`config.mk`:
```
export PLATFORM = sky130hd
export DESIGN_NAME = selective_repeat_receiver
export DESIGN_NICKNAME = d
export VERILOG_FILES = /design/src/design/srr_pkg.sv /design/src/design/srr_ram.sv /design/src/design/srr_out.sv /design/src/design/srr_seq.sv /design/src/design/selective_repeat_receiver.sv
export SDC_FILE = /design/constraint.sdc
export NUM_CORES = 1
export LEC_CHECK = 0
export BUFFER_PORTS_ARGS = -buffer_cell sky130_fd_sc_hd__buf_2
export CORE_UTILIZATION = 50
export CTS_CLUSTER_DIAMETER = 150
export CTS_CLUSTER_SIZE = 20
export DETAILED_ROUTE_END_ITERATION = 10
export HOLD_SLACK_MARGIN = 0.05
export PLACE_DENSITY = 0.68
export SETUP_SLACK_MARGIN = 0.3
export SLEW_MARGIN = 25
export SYNTH_ARGS = -nofsm -noshare
export SYNTH_HDL_FRONTEND = slang
export SYNTH_HIERARCHICAL = 1
export SYNTH_SLANG_ARGS = --single-unit
```
`constraint.sdc`:
```
create_clock -name clock -period 19.6 [get_ports clock]
set_input_delay 3.92 -clock clock [delete_from_list [all_inputs] [get_ports clock]]
set_output_delay 3.92 -clock clock [all_outputs]
set_load 0.05 [all_outputs]
```
`src/design/srr_pkg.sv`:
```
package srr_pkg;

   localparam int SEQ_SPACE_DEF    = 8;
   localparam int PAYLOAD_BITS_DEF = 64;
   localparam int MAX_WINDOW       = 4;

   localparam int WIN_W    = 3;
   localparam int SEQ_IN_W = 3;
   localparam int PAY_IN_W = 64;

   localparam logic [WIN_W-1:0] WINDOW_RESET = 3'd4;

   localparam logic KIND_DELIVER = 1'b0;
   localparam logic KIND_ACK     = 1'b1;

   typedef struct packed {
      logic                load;
      logic                kind;
      logic [PAY_IN_W-1:0] payload;
      logic [SEQ_IN_W-1:0] ack;
      logic                last;
   } result_type;

endpackage

```
`src/design/srr_ram.sv`:
```
module srr_ram #(
   parameter int WIDTH = 64,
   parameter int DEPTH = 8
) (
   input  logic                                     clock,
   input  logic                                     wr_en,
   input  logic [((DEPTH > 1) ? $clog2(DEPTH) : 1)-1:0] wr_addr,
   input  logic [WIDTH-1:0]                         wr_data,
   input  logic                                     rd_en,
   input  logic [((DEPTH > 1) ? $clog2(DEPTH) : 1)-1:0] rd_addr,
   output logic [WIDTH-1:0]                         rd_data
);

   logic [WIDTH-1:0] mem_ff [DEPTH];
   logic [WIDTH-1:0] rd_data_ff;

   always_ff @(posedge clock) begin
      if (wr_en) begin
         mem_ff[wr_addr] <= wr_data;
      end
      if (rd_en) begin
         rd_data_ff <= mem_ff[rd_addr];
      end
   end

   assign rd_data = rd_data_ff;

endmodule

```
`src/design/srr_out.sv`:
```
module srr_out import srr_pkg::*; (
   input  logic                clock,
   input  logic                reset,
   input  result_type          res,
   output logic                slot_free,
   output logic                rsp_valid,
   input  logic                rsp_stall,
   output logic                rsp_result_kind,
   output logic [PAY_IN_W-1:0] rsp_delivered_payload,
   output logic [SEQ_IN_W-1:0] rsp_ack_number,
   output logic                rsp_last_result
);

   logic                valid_ff, valid_in;
   logic                kind_ff;
   logic [PAY_IN_W-1:0] payload_ff;
   logic [SEQ_IN_W-1:0] ack_ff;
   logic                last_ff;

   assign slot_free = !valid_ff || !rsp_stall;

   always_comb begin
      valid_in = valid_ff;
      if (slot_free) begin
         valid_in = res.load;
      end
   end

   always_ff @(posedge clock) begin
      if (reset) begin
         valid_ff <= 1'b0;
      end else begin
         valid_ff <= valid_in;
      end
   end

   always_ff @(posedge clock) begin
      if (slot_free && res.load) begin
         kind_ff    <= res.kind;
         payload_ff <= res.payload;
         ack_ff     <= res.ack;
         last_ff    <= res.last;
      end
   end

   assign rsp_valid             = valid_ff;
   assign rsp_result_kind       = kind_ff;
   assign rsp_delivered_payload = payload_ff;
   assign rsp_ack_number        = ack_ff;
   assign rsp_last_result       = last_ff;

endmodule

```
`src/design/srr_seq.sv`:
```
module srr_seq import srr_pkg::*; #(
   parameter int SEQ_SPACE    = SEQ_SPACE_DEF,
   parameter int PAYLOAD_BITS = PAYLOAD_BITS_DEF
) (
   input  logic                clock,
   input  logic                reset,
   input  logic                csr_write_enable,
   input  logic [WIN_W-1:0]    csr_write_data,
   input  logic                req_valid,
   output logic                req_stall,
   input  logic                req_checksum_ok,
   input  logic [SEQ_IN_W-1:0] req_seq_number,
   input  logic [PAY_IN_W-1:0] req_payload_word,
   input  logic                slot_free,
   output result_type          res
);

   localparam int SEQ_W    = (SEQ_SPACE > 1) ? $clog2(SEQ_SPACE) : 1;
   localparam int WIN_HALF = SEQ_SPACE / 2;
   localparam int WIN_LIM  = (WIN_HALF > MAX_WINDOW) ? MAX_WINDOW :
                             ((WIN_HALF < 1) ? 1 : WIN_HALF);

   localparam logic [2:0] ST_IDLE  = 3'd0;
   localparam logic [2:0] ST_HEAD  = 3'd1;
   localparam logic [2:0] ST_CHECK = 3'd2;
   localparam logic [2:0] ST_READ  = 3'd3;
   localparam logic [2:0] ST_ACK   = 3'd4;

   logic [2:0]              state_ff, state_in;
   logic [SEQ_W-1:0]        exp_ff, exp_in;
   logic [SEQ_SPACE-1:0]    flags_ff, flags_in;
   logic [WIN_W-1:0]        window_ff, window_in;
   logic [WIN_W-1:0]        cnt_ff, cnt_in;
   logic [SEQ_IN_W-1:0]     seq_ff, seq_in;
   logic [PAYLOAD_BITS-1:0] pay_ff, pay_in;

   logic                    accept;
   logic                    in_range;
   logic [SEQ_W-1:0]        seq_idx;
   logic [SEQ_W:0]          seq_ext, exp_ext, offset;
   logic                    match;
   logic                    in_window;
   logic [WIN_W-1:0]        w_eff;
   logic [SEQ_W-1:0]        exp_next;
   logic                    wr_en;
   logic                    rd_en;
   logic [PAYLOAD_BITS-1:0] rd_data;

   assign req_stall = (state_ff != ST_IDLE);
   assign accept    = req_valid && !req_stall;

   // effective window: zero acts as one, saturate at the limit
   always_comb begin
      if (window_ff == '0) begin
         w_eff = WIN_W'(1);
      end else if (32'(window_ff) > WIN_LIM) begin
         w_eff = WIN_W'(WIN_LIM);
      end else begin
         w_eff = window_ff;
      end
   end

   assign in_range = 32'(req_seq_number) < SEQ_SPACE;
   assign seq_idx  = SEQ_W'(req_seq_number);
   assign match    = in_range && (seq_idx == exp_ff);
   assign seq_ext  = (SEQ_W+1)'(seq_idx);
   assign exp_ext  = (SEQ_W+1)'(exp_ff);
   assign offset   = (seq_ext >= exp_ext) ? (seq_ext - exp_ext)
                                          : (seq_ext + (SEQ_W+1)'(SEQ_SPACE) - exp_ext);
   assign in_window = 32'(offset) < 32'(w_eff);
   assign exp_next  = (exp_ff == SEQ_W'(SEQ_SPACE - 1)) ? '0 : exp_ff + SEQ_W'(1);

   assign wr_en = accept && req_checksum_ok && in_range && !match && in_window;

   always_comb begin
      state_in  = state_ff;
      exp_in    = exp_ff;
      flags_in  = flags_ff;
      window_in = window_ff;
      cnt_in    = cnt_ff;
      seq_in    = seq_ff;
      pay_in    = pay_ff;
      rd_en     = 1'b0;
      res       = '0;

      if (csr_write_enable) begin
         window_in = csr_write_data;
      end

      unique case (state_ff)
         ST_IDLE: begin
            if (accept && req_checksum_ok) begin
               seq_in = req_seq_number;
               pay_in = PAYLOAD_BITS'(req_payload_word);
               if (match) begin
                  state_in = ST_HEAD;
               end else begin
                  if (wr_en) begin
                     flags_in[seq_idx] = 1'b1;
                  end
                  state_in = ST_ACK;
               end
            end
         end
         ST_HEAD: begin
            if (slot_free) begin
               res.load         = 1'b1;
               res.kind         = KIND_DELIVER;
               res.payload      = PAY_IN_W'(pay_ff);
               flags_in[exp_ff] = 1'b0;
               exp_in           = exp_next;
               cnt_in           = WIN_W'(1);
               state_in         = ST_CHECK;
            end
         end
         ST_CHECK: begin
            if ((cnt_ff < w_eff) && flags_ff[exp_ff]) begin
               rd_en    = 1'b1;
               state_in = ST_READ;
            end else begin
               state_in = ST_ACK;
            end
         end
         ST_READ: begin
            if (slot_free) begin
               res.load         = 1'b1;
               res.kind         = KIND_DELIVER;
               res.payload      = PAY_IN_W'(rd_data);
               flags_in[exp_ff] = 1'b0;
               exp_in           = exp_next;
               cnt_in           = cnt_ff + WIN_W'(1);
               state_in         = ST_CHECK;
            end
         end
         ST_ACK: begin
            if (slot_free) begin
               res.load = 1'b1;
               res.kind = KIND_ACK;
               res.ack  = seq_ff;
               res.last = 1'b1;
               state_in = ST_IDLE;
            end
         end
         default: begin
            state_in = ST_IDLE;
         end
      endcase
   end

   always_ff @(posedge clock) begin
      if (reset) begin
         state_ff  <= ST_IDLE;
         exp_ff    <= '0;
         flags_ff  <= '0;
         window_ff <= WINDOW_RESET;
         cnt_ff    <= '0;
      end else begin
         state_ff  <= state_in;
         exp_ff    <= exp_in;
         flags_ff  <= flags_in;
         window_ff <= window_in;
         cnt_ff    <= cnt_in;
      end
   end

   always_ff @(posedge clock) begin
      seq_ff <= seq_in;
      pay_ff <= pay_in;
   end

   srr_ram #(
      .WIDTH (PAYLOAD_BITS),
      .DEPTH (SEQ_SPACE)
   ) u_store (
      .clock   (clock),
      .wr_en   (wr_en),
      .wr_addr (seq_idx),
      .wr_data (PAYLOAD_BITS'(req_payload_word)),
      .rd_en   (rd_en),
      .rd_addr (exp_ff),
      .rd_data (rd_data)
   );

endmodule

```
`src/design/selective_repeat_receiver.sv`:
```
// Selective-repeat receiver.
// req_*: one packet per transfer (checksum flag, sequence number, payload),
//   taken when req_valid is high and req_stall low. req_stall stays high
//   while a packet is being worked on.
// rsp_*: results, one per transfer. An in-order packet gives its own payload,
//   then any buffered payloads that follow it, then an ack with last_result set.
//   Any other good packet gives the ack alone; a corrupt one gives nothing.
// csr_*: window width, written when csr_write_enable is high. The user must
//   write it only while the block is idle; the block does not enforce this.
// An in-order packet releases at most window - 1 buffered payloads (window as
//   clamped by the sequencer). The sequencer walks the store entry by entry
//   (flag check, then registered RAM read).
// The first result goes through the sequencer state, then the output register.
// A stall on rsp_* holds the output register and the sequencer until taken.
// Reset (synchronous) clears the expected number, the receive flags and the
//   output valid, and sets the window to 4; the payload store needs no clear.
module selective_repeat_receiver import srr_pkg::*; #(
   parameter int SEQ_SPACE    = SEQ_SPACE_DEF,
   parameter int PAYLOAD_BITS = PAYLOAD_BITS_DEF
) (
   input  logic                clock,
   input  logic                reset,
   input  logic                csr_write_enable,
   input  logic [WIN_W-1:0]    csr_write_data,
   input  logic                req_valid,
   output logic                req_stall,
   input  logic                req_checksum_ok,
   input  logic [SEQ_IN_W-1:0] req_seq_number,
   input  logic [PAY_IN_W-1:0] req_payload_word,
   output logic                rsp_valid,
   input  logic                rsp_stall,
   output logic                rsp_result_kind,
   output logic [PAY_IN_W-1:0] rsp_delivered_payload,
   output logic [SEQ_IN_W-1:0] rsp_ack_number,
   output logic                rsp_last_result
);

   result_type res;
   logic       slot_free;

   srr_seq #(
      .SEQ_SPACE    (SEQ_SPACE),
      .PAYLOAD_BITS (PAYLOAD_BITS)
   ) u_seq (
      .clock            (clock),
      .reset            (reset),
      .csr_write_enable (csr_write_enable),
      .csr_write_data   (csr_write_data),
      .req_valid        (req_valid),
      .req_stall        (req_stall),
      .req_checksum_ok  (req_checksum_ok),
      .req_seq_number   (req_seq_number),
      .req_payload_word (req_payload_word),
      .slot_free        (slot_free),
      .res              (res)
   );

   srr_out u_out (
      .clock                 (clock),
      .reset                 (reset),
      .res                   (res),
      .slot_free             (slot_free),
      .rsp_valid             (rsp_valid),
      .rsp_stall             (rsp_stall),
      .rsp_result_kind       (rsp_result_kind),
      .rsp_delivered_payload (rsp_delivered_payload),
      .rsp_ack_number        (rsp_ack_number),
      .rsp_last_result       (rsp_last_result)
   );

`ifndef NO_ASSERTIONS
   a_last_is_ack: assert property (@(posedge clock) disable iff (reset)
      rsp_valid |-> (rsp_last_result == rsp_result_kind))
      else $error("last_result and result_kind disagree");

   a_ack_no_payload: assert property (@(posedge clock) disable iff (reset)
      (rsp_valid && rsp_result_kind == KIND_ACK) |-> (rsp_delivered_payload == '0))
      else $error("ack carries a payload");

   a_deliver_no_ack: assert property (@(posedge clock) disable iff (reset)
      (rsp_valid && rsp_result_kind == KIND_DELIVER) |-> (rsp_ack_number == '0))
      else $error("delivery carries an ack number");

   a_busy_after_good: assert property (@(posedge clock) disable iff (reset)
      (req_valid && !req_stall && req_checksum_ok) |=> req_stall)
      else $error("good packet did not occupy the sequencer");
`endif

endmodule

```
==> out/metrics.cfg <==
[drt]
first_pass_iters=5
wl_per_cell_um=24.51
via_per_inst=5.792
drc_errors=0
ant_nets=0
wirelength_mm=51.92
vias=12270
drt_iter0_drc=973

[power]
ir_worst_vdd_mv=0.07008
p_leak_nw=9.503
power_density_nw_per_um2=88.84

[placement]
gp_congestion=0.7159
dp_hpwl_mm=28.29
io_buffers=146

[worst_setup_path]
startpoint_type=input port
r2r_setup_slack_ps=14650
critPathMostFrequentCell=inv_1
r2r-end=u_seq/u_store/mem_ff[7][50]
end_kind=flip-flop
crit_arrival_ps=7820
rr_worst_depth=12
path_delay_family=buffers and inverters
worst_path_max_delay_cell=buf_4
path_class=in2reg
cp.required_ps=19800
rr_startpoint=u_seq/exp_ff[0]
path_buf_inv=6
slowest_delay_ps=800
crit_chain=buf_2 > inv_1 > ha_1 > inv_1 > fa_1 > inv_1 > fa_1 > inv_1 > ha_1 > or4b_4 > a211oi_4 > nand2_1 > nor2_4 > buf_4
cp_max_fo=64

[cells_and_area]
synthToLayoutAreaGrowth_pct=9.977
fin_util_pct=56.08
finalNetCount=1500
final_cell_mix=edfxtp_1 (712), buf_2 (146), mux4_2 (128)
final_common_cell=edfxtp_1
drive_above_1_share_pct=30.12

[synth]
synth_top_area_share_pct=77.46
syn_nets=1347
yosysWarnings=6
synth_seq_cells=733
seq_area_frac_synth_pct=78.98
syn_inst=1259
synth_edf_count=712
synthFlopType=edfxtp_1
synth.avg_cell_area_um2=21.92
synth_cell_types=48
synth_area_um2=27600
async_reset_ff_share_pct=0
yosysTopAreaCell=edfxtp_1
synth.area.top_cells=edfxtp_1 (77%), mux4_2 (10%), mux2_2 (2.7%)

[timing]
finClkSkew_ps=21.48
min_period_ps=7622
finalSetupViolations=0
hold_violations=0
rsz0062_at_grt=false
fmax_mhz=131.2
slew_viol_final=0
setup_tns_ps=0
fin_crit_sh_pct=38.89
max_slew_margin_pct=29.69
worstMarginPinSlew_ps=1055

[global_routing]
grt_pass1_wl_mm=79.25
grtUsageTotal_pct=18.89
grt_antenna_before_repair=5
overflow=0
grt_max_degree=74
grt_pass1_vias=12860

[cts]
worstSkewPairLatency_ps=590
post_cts_resized=0
cts_inserted_buffers=42
cts_setup_buffers=0
clock_path_buffers=3
cts-root-buf=clkbuf_16
clkSinkCount=733
htreeDepth=2
clk_pin_slew_worst_paths_ps=90
cts_tree=yes
holdBufCountCts=0

[worst_hold_path]
min_to=u_seq/cnt_ff[1]
hold_path_class=reg2reg
holdPathStages=2
worstHoldStart=u_seq/cnt_ff[1]

[floorplan]
core-area_um2=54130
start_util_pct=50.99
core.rowCount=85
fp.dieH_um=237.0
chipWidth_um=237.0
die-area_um2=56150
io_pins=147

[job]
drv_cap=0

[status]
status=complete, no violations

[through the flow]
stage	hold slack [ps]	setup WS (ps)	cell area (µm²)	power, mW	std cells
after floorplan	451.1	8498	27600	1.824	1259
final	493.9	11980	30360	2.697	2118
after CTS	484.6	11930	30310	2.727	2116
after detailed placement	470.4	11300	29170	1.865	2063
after global routing	530.0	11790	30350	2.787	2117
after global placement	470.1	11370	29110	1.861	2061
[cell usage after synthesis, types with 8 or more instances]
cell	count
edfxtp_1	712
mux4_2	128
nor2_1	84
mux2_2	66
mux2i_1	66
clkbuf_1	28
dfxtp_1	21
nand2_1	15
inv_1	13
buf_1	11
buf_6	11
ha_1	10
a21oi_1	8
[sequential cells by signal, summed over array words and instances (netlist names)]
name,flops
u_seq/u_store/mem_ff,512
u_out/rsp_delivered_payload,64
u_seq/pay_ff,64
u_seq/u_store/rd_data,64
u_seq/flags_ff,8
u_out/rsp_ack_number,3
u_seq/cnt_ff,3
u_seq/exp_ff,3
u_seq/seq_ff,3
u_seq/state_ff,3
u_seq/window_ff,3
u_out/rsp_last_result,1
u_out/rsp_result_kind,1
u_out/rsp_valid,1
[kinds of logic (layout without fill, tap and decap cells)]
group | after synthesis | count (layout) | synth area share (%)
AO/OA/AOI/OAI | 45 | 45 | 1.233
other | 0 | 1 | 0
flip-flops | 733 | 733 | 78.98
buffers and inverters | 69 | 231 | 1.292
adder cells (fa/ha/maj) | 12 | 12 | 0.5984
multiplexers | 260 | 260 | 15.53
AND/OR/NAND/NOR | 140 | 140 | 2.362
[worst min-delay path, cell delays in order, from the launching register on]
cell and delay [ps]:
dfxtp_1 340, nand2_1 60, a21oi_1 50
[power breakdown]
group          internal, mW  switching (mW)  leakage, nW  total, mW
Sequential             1.73         0.00624         6.70       1.74
Clock                 0.400           0.469        0.556      0.869
Combinational        0.0260          0.0619         2.25     0.0878
[metal layers]
layer  vias to the layer above  wire, µm  GRT usage (%)
li1                       5414         -              -
met1                      6519     22780          26.30
met2                       267     25910          31.68
met3                        62      2300          3.043
met4                         6       887          4.152
met5                         -        43              0
[worst max-delay path by stage]
stage                      startpoint                     endpoint  slack, ps  cells past startpoint
finish              req_seq_number[0]  u_seq/u_store/mem_ff[7][50]      11980                     14
global route        req_seq_number[0]  u_seq/u_store/mem_ff[6][50]      11790                     14
CTS                 req_seq_number[0]  u_seq/u_store/mem_ff[4][49]      11930                     14
detailed placement  req_seq_number[0]  u_seq/u_store/mem_ff[4][22]      11300                     14
global placement    req_seq_number[0]  u_seq/u_store/mem_ff[4][47]      11370                     14
floorplan           req_seq_number[0]   u_seq/u_store/mem_ff[4][0]       8500                     12
[final cells by class]
type	count	area (µm²)
Antenna cell	1	2.502
Sequential cell	733	21820
Inverter	13	48.80
Clock buffer	50	1102
Tap cell	696	870.8
Multi-Input combinational cell	457	5522
Clock inverter	3	41.29
Timing Repair Buffer	165	952.2
Fill cell	3960	23780
Power figures use the tool's default switching activity.
